$ cat src/rtl/kmd_pkg.sv
package kmd_pkg;

    // Time stamps run modulo this value; a stamp of 8'hFF counts as zero when
    // the elapsed time is worked out
    localparam int unsigned TIME_MODULUS = 255;

    localparam logic [7:0] DEBOUNCE_RESET = 8'd5;

    typedef struct packed {
        logic [3:0] key_col;
        logic [2:0] key_row;
        logic       level;
        logic [7:0] now_ms;
        logic       sink_accepts;
    } in_word_t;

    typedef struct packed {
        logic [3:0] event_col;
        logic [2:0] event_row;
        logic       event_pressed;
    } out_word_t;

    // One entry of the key state memory
    typedef struct packed {
        logic       stable_level;
        logic [7:0] agree_time;
    } entry_t;

    localparam int unsigned ENTRY_W = $bits(entry_t);

    // Outcome of evaluating one word against its key entry
    typedef struct packed {
        logic   emit;
        logic   wr_en;
        entry_t wr_data;
    } dec_t;

endpackage

$ cat src/rtl/kmd_ram.sv
module kmd_ram #(
    parameter int WIDTH  = 9,
    parameter int DEPTH  = 70,
    parameter int ADDR_W = (DEPTH > 1) ? $clog2(DEPTH) : 1
) (
    input  logic              clk,
    input  logic              wr_en,
    input  logic [ADDR_W-1:0] wr_addr,
    input  logic [WIDTH-1:0]  wr_data,
    input  logic              rd_en,
    input  logic [ADDR_W-1:0] rd_addr,
    output logic [WIDTH-1:0]  rd_data
);

    logic [WIDTH-1:0] mem [DEPTH];
    logic [WIDTH-1:0] rd_data_reg;

    always_ff @(posedge clk)
    begin
        if (wr_en)
        begin
            mem[wr_addr] <= wr_data;
        end
        if (rd_en)
        begin
            rd_data_reg <= mem[rd_addr];
        end
    end

    assign rd_data = rd_data_reg;

endmodule

$ cat src/rtl/kmd_eval.sv
module kmd_eval import kmd_pkg::*; #(
    parameter int ADDR_W = 7
) (
    input  in_word_t          word,
    input  logic              in_range,
    input  logic [ADDR_W-1:0] addr,
    input  entry_t            rd_entry,
    input  logic              fwd_valid,
    input  logic [ADDR_W-1:0] fwd_addr,
    input  entry_t            fwd_entry,
    input  logic [7:0]        debounce_ms,
    output dec_t              dec
);

    entry_t     cur;
    logic       agree;
    logic [7:0] now_mod;
    logic [7:0] agree_mod;
    logic [8:0] diff;
    logic [7:0] elapsed;
    logic       emit;

    always_comb
    begin
        // Take the latest write to this key when the memory read missed it
        cur = (fwd_valid && (fwd_addr == addr)) ? fwd_entry : rd_entry;
        agree = (word.level == cur.stable_level);

        now_mod   = (word.now_ms == 8'(TIME_MODULUS)) ? 8'd0 : word.now_ms;
        agree_mod = (cur.agree_time == 8'(TIME_MODULUS)) ? 8'd0 : cur.agree_time;
        diff      = {1'b0, now_mod} - {1'b0, agree_mod};
        elapsed   = diff[8] ? 8'(diff + 9'(TIME_MODULUS)) : diff[7:0];

        emit = in_range && !agree && (elapsed > debounce_ms);

        dec.emit  = emit;
        dec.wr_en = in_range && (agree || (emit && word.sink_accepts));
        if (agree)
        begin
            dec.wr_data.stable_level = cur.stable_level;
            dec.wr_data.agree_time   = word.now_ms;
        end
        else
        begin
            dec.wr_data.stable_level = word.level;
            dec.wr_data.agree_time   = cur.agree_time;
        end
    end

endmodule

$ cat src/rtl/key_matrix_debouncer.sv
// Flow: an accepted word is held in the evaluate stage while the RAM reads its entry; any event
// it yields is then registered in the output register, which drives out_word.
// Throughput: one word per cycle, stalled only while a new event meets a full output register.
// State lives in one single-port-write RAM (registered read), one entry per key.
// Reset: rst_n clears control at once; then a clearing pass over all NUM_COLS * NUM_ROWS
// entries zeroes the key memory, during which no word is accepted (config still is).
// The debounce threshold resets to 5.
module key_matrix_debouncer import kmd_pkg::*; #(
    parameter int NUM_COLS = 14,
    parameter int NUM_ROWS = 5
) (
    input  logic       clk,
    input  logic       rst_n,
    input  logic       in_valid,
    output logic       in_ready,
    input  in_word_t   in_word,
    output logic       out_valid,
    input  logic       out_ready,
    output out_word_t  out_word,
    input  logic       cfg_wr_en,
    input  logic [7:0] cfg_wr_data
);

    localparam int KEY_COUNT = NUM_COLS * NUM_ROWS;
    localparam int ADDR_W    = (KEY_COUNT > 1) ? $clog2(KEY_COUNT) : 1;

    // Configuration
    logic [7:0] debounce_reg;

    // Clearing pass
    logic              clr_busy_reg;
    logic              clr_busy_next;
    logic [ADDR_W-1:0] clr_addr_reg;
    logic [ADDR_W-1:0] clr_addr_next;

    // Evaluate stage: holds the word whose entry the RAM is presenting
    logic              s1_valid_reg;
    logic              s1_valid_next;
    in_word_t          s1_word_reg;
    logic              s1_in_range_reg;
    logic [ADDR_W-1:0] s1_addr_reg;

    // Last write into the RAM, kept for forwarding
    logic              fwd_valid_reg;
    logic [ADDR_W-1:0] fwd_addr_reg;
    entry_t            fwd_entry_reg;

    // Output register
    logic      out_valid_reg;
    logic      out_valid_next;
    out_word_t out_word_reg;

    logic              in_accept;
    logic              in_range;
    logic [ADDR_W-1:0] in_addr;
    logic              out_free;
    logic              s1_fire;
    dec_t              dec;
    logic              ram_wr_en;
    logic [ADDR_W-1:0] ram_wr_addr;
    entry_t            ram_wr_data;
    logic [ENTRY_W-1:0] ram_rd_data;
    entry_t            rd_entry;

    // Key index: column-major, column times row count plus row
    assign in_range = (32'(in_word.key_col) < NUM_COLS) && (32'(in_word.key_row) < NUM_ROWS);
    assign in_addr  = ADDR_W'(32'(in_word.key_col) * NUM_ROWS + 32'(in_word.key_row));

    // Hold the evaluate stage only when it has an event and nowhere to put it
    assign out_free  = !out_valid_reg || out_ready;
    assign s1_fire   = s1_valid_reg && (!dec.emit || out_free);
    assign in_ready  = !clr_busy_reg && (!s1_valid_reg || s1_fire);
    assign in_accept = in_valid && in_ready;

    assign rd_entry = entry_t'(ram_rd_data);

    kmd_eval #(
        .ADDR_W (ADDR_W)
    ) u_eval (
        .word        (s1_word_reg),
        .in_range    (s1_in_range_reg),
        .addr        (s1_addr_reg),
        .rd_entry    (rd_entry),
        .fwd_valid   (fwd_valid_reg),
        .fwd_addr    (fwd_addr_reg),
        .fwd_entry   (fwd_entry_reg),
        .debounce_ms (debounce_reg),
        .dec         (dec)
    );

    // Write port: the clearing pass owns it after reset, the evaluate stage after that
    always_comb
    begin
        if (clr_busy_reg)
        begin
            ram_wr_en   = 1'b1;
            ram_wr_addr = clr_addr_reg;
            ram_wr_data = '0;
        end
        else
        begin
            ram_wr_en   = s1_fire && dec.wr_en;
            ram_wr_addr = s1_addr_reg;
            ram_wr_data = dec.wr_data;
        end
    end

    kmd_ram #(
        .WIDTH  (ENTRY_W),
        .DEPTH  (KEY_COUNT),
        .ADDR_W (ADDR_W)
    ) u_ram (
        .clk     (clk),
        .wr_en   (ram_wr_en),
        .wr_addr (ram_wr_addr),
        .wr_data (ram_wr_data),
        .rd_en   (in_accept),
        .rd_addr (in_addr),
        .rd_data (ram_rd_data)
    );

    always_comb
    begin
        // Advance the clearing pass one entry a cycle; drop busy after the last entry
        clr_busy_next = clr_busy_reg;
        clr_addr_next = clr_addr_reg;
        if (clr_busy_reg)
        begin
            if (clr_addr_reg == ADDR_W'(KEY_COUNT - 1))
            begin
                clr_busy_next = 1'b0;
            end
            else
            begin
                clr_addr_next = clr_addr_reg + 1'b1;
            end
        end

        if (in_accept)
        begin
            s1_valid_next = 1'b1;
        end
        else if (s1_fire)
        begin
            s1_valid_next = 1'b0;
        end
        else
        begin
            s1_valid_next = s1_valid_reg;
        end

        if (s1_fire && dec.emit)
        begin
            out_valid_next = 1'b1;
        end
        else if (out_ready)
        begin
            out_valid_next = 1'b0;
        end
        else
        begin
            out_valid_next = out_valid_reg;
        end
    end

    // Control state
    always_ff @(posedge clk or negedge rst_n)
    begin
        if (!rst_n)
        begin
            debounce_reg  <= DEBOUNCE_RESET;
            clr_busy_reg  <= 1'b1;
            clr_addr_reg  <= '0;
            s1_valid_reg  <= 1'b0;
            fwd_valid_reg <= 1'b0;
            out_valid_reg <= 1'b0;
        end
        else
        begin
            if (cfg_wr_en)
            begin
                debounce_reg <= cfg_wr_data;
            end
            clr_busy_reg  <= clr_busy_next;
            clr_addr_reg  <= clr_addr_next;
            s1_valid_reg  <= s1_valid_next;
            out_valid_reg <= out_valid_next;
            if (ram_wr_en)
            begin
                fwd_valid_reg <= 1'b1;
            end
        end
    end

    // Payload: no reset needed
    always_ff @(posedge clk)
    begin
        if (in_accept)
        begin
            s1_word_reg     <= in_word;
            s1_in_range_reg <= in_range;
            s1_addr_reg     <= in_addr;
        end
        if (ram_wr_en)
        begin
            fwd_addr_reg  <= ram_wr_addr;
            fwd_entry_reg <= ram_wr_data;
        end
        if (s1_fire && dec.emit)
        begin
            out_word_reg.event_col     <= s1_word_reg.key_col;
            out_word_reg.event_row     <= s1_word_reg.key_row;
            out_word_reg.event_pressed <= s1_word_reg.level;
        end
    end

    assign out_valid = out_valid_reg;
    assign out_word  = out_word_reg;

    // No word enters while the clearing pass owns the memory
    a_no_accept_in_clear: assert property (@(posedge clk) disable iff (!rst_n)
        clr_busy_reg |-> !in_ready && !s1_valid_reg)
        else $error("word taken during clearing pass");

    // The evaluate stage stalls only on an event blocked by a full output register
    a_stall_cause: assert property (@(posedge clk) disable iff (!rst_n)
        (s1_valid_reg && !s1_fire) |-> (dec.emit && out_valid_reg && !out_ready))
        else $error("evaluate stage stalled without cause");

    // Every event names a key inside the matrix
    a_event_in_matrix: assert property (@(posedge clk) disable iff (!rst_n)
        out_valid_reg |-> ((32'(out_word_reg.event_col) < NUM_COLS)
                           && (32'(out_word_reg.event_row) < NUM_ROWS)))
        else $error("event outside the key matrix");

    // A key outside the matrix never touches the memory
    a_no_write_out_of_range: assert property (@(posedge clk) disable iff (!rst_n)
        (s1_valid_reg && !s1_in_range_reg) |-> !dec.wr_en && !dec.emit)
        else $error("out-of-matrix key changed state");

    // An emitted event lands in the output register on the next edge
    a_event_registered: assert property (@(posedge clk) disable iff (!rst_n)
        (s1_fire && dec.emit) |=> out_valid_reg)
        else $error("event lost between stages");

endmodule
$ cat config.mk
export PLATFORM = sky130hd
export DESIGN_NAME = key_matrix_debouncer
export DESIGN_NICKNAME = d
export VERILOG_FILES = /design/src/rtl/kmd_pkg.sv /design/src/rtl/kmd_ram.sv /design/src/rtl/kmd_eval.sv /design/src/rtl/key_matrix_debouncer.sv
export SDC_FILE = /design/constraint.sdc
export NUM_CORES = 1
export LEC_CHECK = 0
export ABC_AREA = 1
export BUFFER_PORTS_ARGS = -buffer_cell sky130_fd_sc_hd__buf_2
export CORE_UTILIZATION = 35
export DETAILED_ROUTE_END_ITERATION = 10
export PLACE_DENSITY = 0.5
export SLEW_MARGIN = 10
export SYNTH_ARGS = -nofsm -noshare
export SYNTH_HDL_FRONTEND = slang
export SYNTH_HIERARCHICAL = 1
export SYNTH_SLANG_ARGS = --single-unit
export TNS_END_PERCENT = 20
$ cat constraint.sdc
create_clock -name clk -period 15.35 [get_ports clk]
set_clock_uncertainty 0.1 [all_clocks]
set_input_delay 1.535 -clock clk [delete_from_list [all_inputs] [get_ports clk]]
set_output_delay 1.535 -clock clk [all_outputs]
set_load 0.03 [all_outputs]
# Word level (Yosys, flattened, before mapping)

Memory sizes are Yosys's and may differ from the RTL's. A register that Yosys moved wholly into a read port is not among the register bits.
Index checks and enable logic that the tools add are counted.

Reductions and logical operators: 23
Bitwise gates (word level): 1
$mul: 1
Magnitude comparators: 3
Add/sub/neg operators: 4
Multiplexer cells: 16
Shift-type cells: 0
Equality and inequality tests: 5
Div/mod/pow operators: 0

Operator list:

| cell                                             | count |
|---|---|
| two-way mux 9 bit                                | 3 |
| two-way mux 8 bit                                | 3 |
| == test 8 bit, second input constant             | 2 |
| logical AND 1 bit                                | 11 |
| two-way mux 1 bit                                | 9 |
| subtractor 8 x 8 -> 9 bit                        | 1 |
| adder 8 bit, second input constant               | 1 |
| greater-than comparator 8 bit                    | 1 |
| adder 7 x 1 -> 7 bit, second input constant      | 1 |
| adder 7 x 3 -> 7 bit                             | 1 |
| == test 7 bit                                    | 1 |
| == test 7 bit, second input constant             | 1 |
| multiplier 4 x 3 -> 7 bit, second input constant | 1 |
| two-way mux 7 bit                                | 1 |
| zero test 1 bit                                  | 5 |
| logical OR 1 bit                                 | 4 |
| < comparator 4 bit, second input constant        | 1 |
| nonzero test 2 bit                               | 2 |
| < comparator 3 bit, second input constant        | 1 |
| AND reduction 2 bit                              | 1 |
| == test 1 bit                                    | 1 |
| inverter 1 bit                                   | 1 |

Memory bits (writable): 630
Latch bits: 0
Bits of input ports: 30
Memories kept: 1
Register bits after elaboration: 68
Output and inout bits: 10
Word-level logic and storage cells: 73
ROM bits: 0

Memories:

| name      | depth | width | rd ports | clocked after memory_dff | write ports | line          | text |
|---|---|---|---|---|---|---|---|
| u_ram.mem | 70    | 9     | 1        | 1                        | 1           | kmd_ram.sv:15 | `logic [WIDTH-1:0] mem [DEPTH];` |

# Longest topological paths before layout

Gate-level depths: netlist of the first run.

Word-level depth: 17
Gate-level depth with buffers: 36
Depth with buffers taken out: 35

# Modules after synthesis

Netlist of the first run, hierarchy kept.

Modules (own cells, without submodules):

| module               | times used | area each (µm²) | sequential area each (µm²) | cells each |
|---|---|---|---|---|
| kmd_ram              | 1          | 26,015.0        | 19,188.4                   | 2,162 |
| key_matrix_debouncer | 1          | 2,756.4         | 1,950.6                    | 204 |
| kmd_eval             | 1          | 1,395.1         | 0.0                        | 240 |

# Least setup slack after synthesis of the first run

Ideal clock, no wire load.

Path type: register to register
Start point: register s1_addr_reg[0]
End point: memory u_ram.mem[24][0], enable pin
Cell stages (with the launch flop): 35
Path slack: 8,271 ps
Data required time: 14,851 ps
Setup time: 399 ps
Arrival time: 6,580 ps
Path buffers: 2
Period minus slack after synthesis: 7,079 ps
Cell sequence: edfxtp_1 inv_1 nand2_1 nand2_1 nand2_4 nor2_8 nand2_4 nand2_1 nand2_2 nand2_1 nor2_2 a21oi_1 ha_1 inv_1 fa_1 xnor2_1 nand2_1 nor2_1 nand3_1 nor2_2 nand2_1 o21bai_1 nand2_1 ha_1 nand4_1 nor3_1 nor2_1 a21boi_1 buf_4 nand3_1 nand2_1 o21ai_0 clkbuf_1 nand3_1 nor4_1

Word-level cells in the longest chain between the ends: 17
Elaborated cells on any way between the ends: 24
Those cells by class: 2 x add/sub; 1 x order compare; 3 x eq/ne; 7 x mux; 11 x reduce/logical

RTL lines:

| element                                              | line                                       | text |
|---|---|---|
| start, declared                                      | key_matrix_debouncer.sv:41                 | `logic [ADDR_W-1:0] s1_addr_reg;` |
| start signal, assigned                               | key_matrix_debouncer.sv:202                | `s1_addr_reg <= in_addr;` |
| == test 7 bit *                                      | kmd_eval.sv:26                             | `cur = (fwd_valid && (fwd_addr == addr)) ? fwd_entry : rd_entry;` |
| logical AND 1 bit *                                  | kmd_eval.sv:26                             |  |
| two-way mux 9 bit *                                  | kmd_eval.sv:26                             |  |
| == test 8 bit                                        | kmd_eval.sv:30                             | `agree_mod = (cur.agree_time == 8'(TIME_MODULUS)) ? 8'd0 : cur.agree_time;` |
| two-way mux 8 bit                                    | kmd_eval.sv:30                             |  |
| subtractor 8 x 8 -> 9 bit                            | kmd_eval.sv:31                             | `diff = {1'b0, now_mod} - {1'b0, agree_mod};` |
| adder 8 bit                                          | kmd_eval.sv:32                             | `elapsed = diff[8] ? 8'(diff + 9'(TIME_MODULUS)) : diff[7:0];` |
| two-way mux 8 bit                                    | kmd_eval.sv:32                             |  |
| [... 2 more ...]                                     | --                                         |  |
| via u_eval.emit                                      | kmd_eval.sv:21                             | `logic emit;` |
| zero test 1 bit or logical AND 1 bit (tied branches) | key_matrix_debouncer.sv:71, kmd_eval.sv:37 |  |
| logical OR 1 bit (on tied branches)                  | key_matrix_debouncer.sv:71, kmd_eval.sv:37 |  |
| logical AND 1 bit (on tied branches)                 | key_matrix_debouncer.sv:71, kmd_eval.sv:37 |  |
| logical AND 1 bit *                                  | key_matrix_debouncer.sv:102                | `ram_wr_en = s1_fire && dec.wr_en;` |
| two-way mux 1 bit *                                  | key_matrix_debouncer.sv:94                 | `if (clr_busy_reg)` |
| via ram_wr_en                                        | key_matrix_debouncer.sv:59                 | `logic ram_wr_en;` |
| two-way mux 1 bit *                                  | kmd_ram.sv:20                              | `if (wr_en)` |
| two-way mux 1 bit (not written as such) *            | kmd_ram.sv:22                              | `mem[wr_addr] <= wr_data;` |
| end, declared                                        | kmd_ram.sv:15                              |  |

The timed path passes the listed nets; every way through them passes the cells marked *.

==> impl_metrics.json, run 1 <==
{
  "outcome": "complete, no violations",
  "cts_max_level": 3,
  "final_area_sq_um": 34100,
  "cts_max_path_buffers": 3,
  "synthFlopType": "edfxtp_1",
  "rsz0062_at_grt": "no",
  "cts_tree": "done",
  "drt-total-wl_microns": 82300,
  "cts_setup_buffers": 0,
  "worst-path-buf-inv": 4,
  "regToRegEndpoint": "u_ram/mem[60][2]$_DFFE_PP_",
  "antenna_found_initial": 0,
  "net-switching-power_mw": 1.76,
  "fin_setup_tns_ns": 0,
  "multi_input_area_sq_um": 7970,
  "reg2regPathDepth": 34,
  "yosys.area.top_type": "edfxtp_1",
  "ios": 40,
  "power_density_nw_per_um2": 163,
  "hold_viol": 0,
  "portBuffers": 39,
  "slowest_delay_ns": 1.03,
  "post_cts_resized": 0,
  "critPathMostFrequentCell": "nand2_1",
  "leakagePower_nw": 12.4,
  "ir_drop_uv": 84.7,
  "reg2reg_slack_ns": 8.24,
  "power.internal_mw": 3.82,
  "fmax_mhz": 141,
  "holdPathEnd": "out_word[6]$_DFFE_PP_",
  "gp_congestion": 0.860,
  "num_rows": 107,
  "first_global_vias": 19500,
  "arrival_ns": 7.27,
  "swShare_pct": 31.5,
  "register_area_sq_um": 21100,
  "fp.coreArea_sq_um": 85300,
  "placed_cell_area_sq_um": 31400,
  "criticalPathCategory": "flip-flop to flip-flop",
  "yosysUniqueCellTypes": 47,
  "area_growth_pct": 13.1,
  "fin_util_pct": 40.0,
  "slowest_stage": "nor2_1",
  "drive_gt1_share_pct": 10.5,
  "largest_reg_flops": 630,
  "ys_ff_latch": 707,
  "min_path_cells": 0,
  "die_w_microns": 296,
  "ys_top_cells_by_area": "edfxtp_1 (68%), nand2_1 (10%), nand3_1 (9.0%), ha_1 (1.4%), dfrtp_1 (1.3%)",
  "end_kind": "flip-flop",
  "synth-edff-count": 688,
  "critPathTopFamily": "simple AND/OR/NAND/NOR gates",
  "slew-limit-headroom_pct": 24.9,
  "hold_buffers": 0,
  "tightest_slew_ns": 1.12,
  "dr.pass1.iters": 6,
  "ys_seq_area_share_pct": 70.1,
  "drtIter0Drc": 1909,
  "fillCellCount": 8088,
  "syn_nets": 2671,
  "start_util_pct": 35.4,
  "worst_setup_path_start_kind": "flip-flop",
  "path_clk_slew_ns": 0.06,
  "cts_buffers": 79,
  "overflow": 0,
  "wl_per_cell_microns": 21.4,
  "die_y_microns": 296,
  "combPwrFrac_pct": 21.8,
  "crit_start": "s1_addr_reg[0]$_DFFE_PP_",
  "required_ns": 15.51,
  "synth_top_area_share_pct": 68.5,
  "hpwlAfterDp_microns": 49400,
  "ctsRootBufferMaster": "clkbuf_16",
  "timing.rr.start": "s1_addr_reg[0]$_DFFE_PP_",
  "n_antenna_cell": 0,
  "post-route-min-period_ns": 7.11,
  "cts_sinks": 707,
  "dieArea_sq_um": 87400,
  "grt_max_degree": 141,
  "via_per_inst": 5.15,
  "synth_area_sq_um": 30200,
  "hp-class": "flip-flop to flip-flop",
  "finalSetupViolations": 0,
  "slew_viol_final": 0,
  "period_share_pct": 46.3,
  "synth_cells": 2606,
  "cp_max_fo": 27,
  "ant_nets": 0,
  "dr_total_vias": 19800,
  "clkPwrFrac_pct": 35.2,
  "drv_cap": 0,
  "async_flop_share_pct": 2.69,
  "grt_pass1_wl_microns": 123000,
  "groute.usage.overall_pct": 19.0,
  "ys_warn_count": 6,
  "holdCritStartpoint": "s1_word_reg[15]$_DFFE_PP_",
  "postSynthAreaPerCell_sq_um": 11.6,
  "nets": 2692,
  "drc": 0,
  "seqPwrFrac_pct": 43.0,
  "clkLatencyLatePin_ns": 0.65
}
cell usage after synthesis (7+ instances only):
library cell / count
nand2_2: 17
inv_1: 74
inv_2: 9
mux2_2: 8
nor3_1: 7
buf_6: 27
nor2_1: 97
a32oi_1: 9
nor4_1: 7
buf_4: 8
o211ai_1: 10
a21oi_1: 27
edfxtp_1: 688
ha_1: 33
clkbuf_1: 27
buf_2: 66
nand2_1: 827
dfrtp_1: 16
xor2_1: 9
buf_1: 13
nand4_1: 12
nand3_1: 543
o21ai_0: 21
cell families (layout without fill, tap and decap cells):
logic type	after synthesis	after routing	synth area share (%)
and+or+nand+nor	1528	1528	22.0
adders and majority gates	35	35	1.50
buffers and inverters	231	316	3.95
AOI/OAI and AO/OA	80	80	1.62
muxes	8	8	0.299
DFF	707	707	70.1
xor gates and xnor gates	17	17	0.568
routing by layer:
metal	GRT usage, %	wire, microns	vias to the layer above	part of all wire [%]
met1	25.4	35800	9765	44
met2	31.0	38600	686	47
met3	3.14	5200	129	6.3
met4	6.95	2610	0	3.2
met5	0	0	-	0
li1	-	-	9180	-
metrics by stage:
step                cells  hold slack [ns]  total power, mW  setup WS (ns)
floorplan            2606            0.300             3.15           8.27
global placement     3690            0.303             3.67           8.37
detailed placement   3690            0.306             3.67           8.21
CTS                  3835            0.319             5.63           8.21
global route         3835            0.329             5.81           7.64
finish               3835            0.317             5.57           8.24
power groups by stage:
| stage | sequential, mW | clock, mW | combinational [mW] |
|---|---|---|---|
| after floorplan | 2.46 | 0 | 0.697 |
| final | 2.40 | 1.96 | 1.22 |
| after global placement | 2.44 | 0 | 1.23 |
| after CTS | 2.40 | 2.00 | 1.23 |
| after detailed placement | 2.44 | 0 | 1.23 |
| after global routing | 2.40 | 2.08 | 1.33 |
worst register-to-register path, delay by kind of cell, from the launching register on:
family | cells | cell delay [ns]
xor+xnor | 1 | 0.30
compound gates | 5 | 0.85
simple gates | 21 | 3.69
flops | 1 | 0.41
buf+inv | 4 | 0.52
fa+ha+maj | 3 | 0.85
cells in the final DEF, fill, tap and decap left out, types with 12 or more instances in the layout:
master / n
edfxtp_1: 688
clkbuf_16: 79
bufinv_16: 12
nand4_1: 12
clkinv_1: 20
nand2_1: 827
dfrtp_1: 16
buf_2: 39
o21ai_0: 20
buf_4: 42
ha_1: 31
nand2_2: 17
nand3_1: 543
clkinv_2: 15
a21oi_1: 27
nor2_1: 87
inv_1: 74
area by class of cell:
type                    instances  share of cell area [%]
flip-flops and latches        707                    62.0
multi-input cells            1668                    23.4
clock buffers                  85                    5.86
well taps                    1144                    4.20
clock inverters                60                    2.09
repair buffers                 81                    1.50
inverters                      90                    1.03
worst max-delay path by stage:
stage | endpoint | slack [ns] | cells after the start
2_1_floorplan | u_ram/mem[24][0]$_DFFE_PP_ | 8.27 | 34
3_3_place_gp | u_ram/mem[55][2]$_DFFE_PP_ | 8.37 | 34
3_5_place_dp | u_ram/mem[60][1]$_DFFE_PP_ | 8.21 | 34
4_1_cts | u_ram/mem[60][6]$_DFFE_PP_ | 8.21 | 34
5_1_grt | u_ram/mem[63][8]$_DFFE_PP_ | 7.64 | 35
6_report | u_ram/mem[60][2]$_DFFE_PP_ | 8.24 | 34
Power figures use the tool's default switching activity.
==> run 2, diff against run 1 <==
Clock period 15.35 ns to 6.7 ns, I/O delays scaled along.
==> run 2 against run 1 <==
  * Core utilization increased by 0.41 points
  * Global-route usage about the same
  * Hold slack got worse by 0.20 ns
  * Largest cell class unchanged
  * Critical endpoint is now u_ram/mem[55][8]$_DFFE_PP_
  * First-iteration DRC count decreased by 7.6%
  * Via count increased by 1.2%
  * Worst setup slack got worse by 7.5 ns
  * Largest power group unchanged
==> impl_metrics.json, run 2 (same netlist as run 1, synthesis figures left out) <==
{
  "outcome": "complete, no violations",
  "start_util_pct": 35.4,
  "ir_drop_uv": 246,
  "ios": 40,
  "final_cell_mix": "nand2_1 (826), edfxtp_1 (688), nand3_1 (543)",
  "dr_total_vias": 20000,
  "tightest_slew_ns": 1.14,
  "slowest_delay_ns": 0.41,
  "first_global_vias": 19600,
  "dr.pass1.iters": 7,
  "fp.coreArea_sq_um": 85300,
  "slew-limit-headroom_pct": 24.2,
  "ctsRootBufferMaster": "clkbuf_16",
  "drc": 0,
  "overflow": 0,
  "required_ns": 6.92,
  "wl_per_cell_microns": 21.1,
  "cts_tree": "done",
  "worst-path-buf-inv": 6,
  "groute.usage.overall_pct": 19.0,
  "rsz0062_at_grt": "no",
  "cp_max_fo": 11,
  "post-route-min-period_ns": 6.00,
  "power_density_nw_per_um2": 362,
  "min_path_cells": 1,
  "grt_use_met1_pct": 26.0,
  "clkLatencyLatePin_ns": 0.63,
  "top_usage_layer": "met2",
  "end_kind": "flip-flop",
  "critPathMostFrequentCell": "nand2_1",
  "die_y_microns": 296,
  "via_per_inst": 5.12,
  "worst_setup_path_start_kind": "flip-flop",
  "area_growth_pct": 14.3,
  "placed_cell_area_sq_um": 31900,
  "cts_buffers": 80,
  "leakagePower_nw": 12.7,
  "holdPathEnd": "s1_word_reg[5]$_DFFE_PP_",
  "fin_setup_tns_ns": 0,
  "cts_sinks": 707,
  "cts_max_path_buffers": 3,
  "hold_viol": 0,
  "drive_gt1_share_pct": 12.5,
  "critPathTopFamily": "simple AND/OR/NAND/NOR gates",
  "drv_cap": 0,
  "timing.rr.start": "s1_addr_reg[2]$_DFFE_PP_",
  "met2_usage_pct": 30.5,
  "holdCritStartpoint": "in_word[5]",
  "period_share_pct": 89.6,
  "crit_start": "s1_addr_reg[2]$_DFFE_PP_",
  "grt_max_degree": 201,
  "arrival_ns": 6.22,
  "criticalPathCategory": "flip-flop to flip-flop",
  "largest_reg_flops": 630,
  "fin_util_pct": 40.4,
  "slew_viol_final": 0,
  "fmax_mhz": 167,
  "hpwlAfterDp_microns": 50300,
  "gp_congestion": 0.864,
  "reg2regPathDepth": 36,
  "die_w_microns": 296,
  "final_common_cell": "nand2_1",
  "drtIter0Drc": 1764,
  "dieArea_sq_um": 87400,
  "grt_use_met3_pct": 2.77,
  "cts_max_level": 3,
  "reg2reg_slack_ns": 0.70,
  "grt_pass1_wl_microns": 123000,
  "holdWs_ns": 0.113,
  "antenna_found_initial": 1,
  "hp-class": "input port to flip-flop",
  "path_clk_slew_ns": 0.06,
  "finalSetupViolations": 0,
  "slowest_stage": "edfxtp_1",
  "ant_nets": 0,
  "num_rows": 107,
  "p_total_mw": 12.5,
  "drt-total-wl_microns": 82500,
  "regToRegEndpoint": "u_ram/mem[55][8]$_DFFE_PP_",
  "portBuffers": 39,
  "nets": 2760,
  "final_area_sq_um": 34500,
  "n_antenna_cell": 0
}
[run 2: worst max-delay path by stage]
stage	endpoint	slack, ns	cells after the start
2_1_floorplan	u_ram/mem[24][0]$_DFFE_PP_	0.08	34
6_report	u_ram/mem[55][8]$_DFFE_PP_	0.70	36
3_5_place_dp	u_ram/mem[50][0]$_DFFE_PP_	0.30	34
4_1_cts	u_ram/mem[50][0]$_DFFE_PP_	0.27	34
3_3_place_gp	u_ram/mem[50][0]$_DFFE_PP_	0.32	34
5_1_grt	u_ram/mem[55][8]$_DFFE_PP_	0.12	36
[run 2: report_power, final]
| part | internal, mW | switching (mW) | leakage (nW) |
|---|---|---|---|
| Sequential | 5.46 | 0.0308 | 6.47 |
| Combinational | 0.639 | 2.14 | 4.99 |
| Clock | 2.46 | 1.76 | 1.23 |
| Total | 8.56 | 3.93 | 12.7 |
[run 2: cell type report]
type | count | area [sq um]
clock inverter | 45 | 412
inverter | 90 | 350
tap | 1144 | 1430
fill | 8136 | 50800
clock buffer | 104 | 2100
multi-input combinational | 1668 | 7990
timing repair buffer | 148 | 1040
sequential | 707 | 21100
[run 2: layer usage]
layer | part of all wire (%) | wire length, microns
met4 | 3.5 | 2920
met5 | 0 | 0
met2 | 47 | 38600
met3 | 5.6 | 4640
met1 | 44 | 36300
[run 2: per-stage QoR]
stage	worst slack, ns	std cells
after floorplan	0.0768	2606
after global placement	0.316	3755
after detailed placement	0.302	3755
after CTS	0.270	3905
after global routing	0.118	3906
final	0.698	3906
[run 2: repair_timing]
| item | 4_1_cts | 5_1_grt |
|---|---|---|
| hold buffers | 1 | 0 |
| hold endpoints to repair | 16 | 0 |
| buffers inserted | 0 | 1 |
| setup endpoints to repair | 0 | 403 |
| gates resized for setup | 0 | 9 |
==> run 3, diff against run 2 <==
Settings changed: PLACE_DENSITY 0.5 to 0.56.
==> run 3 against run 2 <==
  * Via count fell by 0.66%
  * Final cell count shrank 0.49%
  * Power is 0.86% lower
  * Die area unchanged
==> impl_metrics.json, run 3 (same netlist as run 1, synthesis figures left out) <==
{
  "cts_max_path_buffers": 3,
  "finalSetupViolations": 0,
  "start_util_pct": 35.4,
  "slew-limit-headroom_pct": 24.6,
  "register_area_sq_um": 21100,
  "period_share_pct": 90.6,
  "n_antenna_cell": 0,
  "clkLatencyLatePin_ns": 0.63,
  "required_ns": 6.92,
  "path_clk_slew_ns": 0.06,
  "worst-path-buf-inv": 5,
  "cts_buffers": 77,
  "min_path_cells": 1,
  "drtIter0Drc": 1696,
  "ctsRootBufferMaster": "clkbuf_16",
  "p_total_mw": 12.4,
  "cts_tree": "done",
  "drc": 0,
  "overflow": 0,
  "dr_total_vias": 19900,
  "hp-class": "input port to flip-flop",
  "rsz0062_at_grt": "no",
  "drive_gt1_share_pct": 12.6,
  "gp_congestion": 0.883,
  "cts_max_level": 3,
  "portBuffers": 39,
  "die_w_microns": 296,
  "worst_setup_path_start_kind": "flip-flop",
  "hold_viol": 0,
  "cts_setup_buffers": 0,
  "holdPathEnd": "s1_word_reg[9]$_DFFE_PP_",
  "num_rows": 107,
  "largest_reg_flops": 630,
  "die_y_microns": 296,
  "fmax_mhz": 165,
  "hpwlAfterDp_microns": 46900,
  "final_common_cell": "nand2_1",
  "nets": 2745,
  "arrival_ns": 6.29,
  "dr.pass1.iters": 6,
  "slew_viol_final": 0,
  "slowest_delay_ns": 0.42,
  "grt_pass1_wl_microns": 120000,
  "outcome": "complete, no violations",
  "area_growth_pct": 14.0,
  "fin_setup_tns_ns": 0,
  "cts_sinks": 707,
  "fillCellCount": 8038,
  "wl_per_cell_microns": 20.3,
  "holdCritStartpoint": "in_word[9]",
  "slowest_stage": "nand4_1",
  "critPathTopFamily": "simple AND/OR/NAND/NOR gates",
  "tightest_slew_ns": 1.13,
  "timing.rr.start": "s1_addr_reg[5]$_DFFE_PP_",
  "groute.usage.overall_pct": 18.1,
  "via_per_inst": 5.11,
  "end_kind": "flip-flop",
  "first_global_vias": 19900,
  "reg2reg_slack_ns": 0.63,
  "power_density_nw_per_um2": 360,
  "regToRegEndpoint": "u_ram/mem[38][5]$_DFFE_PP_",
  "fin_util_pct": 40.3,
  "multi_input_area_sq_um": 8030,
  "reg2regPathDepth": 35,
  "ir_drop_uv": 350,
  "grt_max_degree": 236,
  "ios": 40,
  "antenna_found_initial": 0,
  "dieArea_sq_um": 87400,
  "criticalPathCategory": "flip-flop to flip-flop",
  "critPathMostFrequentCell": "nand2_1",
  "drv_cap": 0,
  "fp.coreArea_sq_um": 85300,
  "final_cell_mix": "nand2_1 (826), edfxtp_1 (688), nand3_1 (543)",
  "post-route-min-period_ns": 6.07,
  "cp_max_fo": 9,
  "drt-total-wl_microns": 78700,
  "ant_nets": 0,
  "leakagePower_nw": 12.6
}
-- run 3: cell count changes in the layout (fill, tap and decap cells not counted), moves of 2 or more --
cell	before	now
buf_4	106	94
clkbuf_1	23	14
clkinv_1	19	21
clkinv_4	2	5
inv_6	5	3
nor2_1	80	68
nor2_2	12	23
-- run 3: repair_timing --
item,CTS,global route
hold buffers,1,0
setup endpoints to repair,0,429
hold endpoints to repair,16,0
resized for setup,0,23
-- run 3: final cells by class --
type / count / area share (%)
Tap cell: 1144 / 4.16
Multi-Input combinational cell: 1668 / 23.4
Clock inverter: 47 / 1.15
Sequential cell: 707 / 61.5
Timing Repair Buffer: 136 / 2.77
Clock buffer: 95 / 6.05
Inverter: 90 / 1.02
-- run 3: metrics by stage --
step	cell area [sq um]	setup slack, ns	instances	hold WS [ns]
after CTS	34300	0.0773	3887	0.107
after global placement	31800	0.267	3744	0.303
after global routing	34400	0.107	3887	0.125
after floorplan	30200	0.0768	2606	0.274
after detailed placement	31800	0.120	3744	0.306
final	34400	0.627	3887	0.135
-- run 3: power by group --
part	leakage [nW]	switching (mW)	internal, mW
sequential	6.47	0.0315	5.46
clock	1.21	1.73	2.41
combinational	4.92	2.11	0.637
total	12.6	3.87	8.51
-- run 3: metal layers --
metal / track usage, % / vias to the layer above / routed length (microns)
li1: - / 9281 / -
met1: 24.1 / 9808 / 34000
met2: 29.7 / 646 / 37500
met3: 2.91 / 134 / 4880
met4: 6.85 / 0 / 2340
met5: 0 / - / 0
-- run 3: worst max path at each step --
| stage | from | slack (ns) | depth (start not counted) | endpoint |
|---|---|---|---|---|
| 2_1_floorplan | s1_addr_reg[0]$_DFFE_PP_ | 0.08 | 34 | u_ram/mem[24][0]$_DFFE_PP_ |
| 3_3_place_gp | s1_addr_reg[0]$_DFFE_PP_ | 0.27 | 34 | u_ram/mem[11][5]$_DFFE_PP_ |
| 3_5_place_dp | s1_addr_reg[5]$_DFFE_PP_ | 0.12 | 34 | u_ram/mem[11][3]$_DFFE_PP_ |
| 4_1_cts | s1_addr_reg[5]$_DFFE_PP_ | 0.08 | 34 | u_ram/mem[11][4]$_DFFE_PP_ |
| 5_1_grt | s1_addr_reg[0]$_DFFE_PP_ | 0.11 | 35 | u_ram/mem[38][3]$_DFFE_PP_ |
| 6_report | s1_addr_reg[5]$_DFFE_PP_ | 0.63 | 35 | u_ram/mem[38][5]$_DFFE_PP_ |
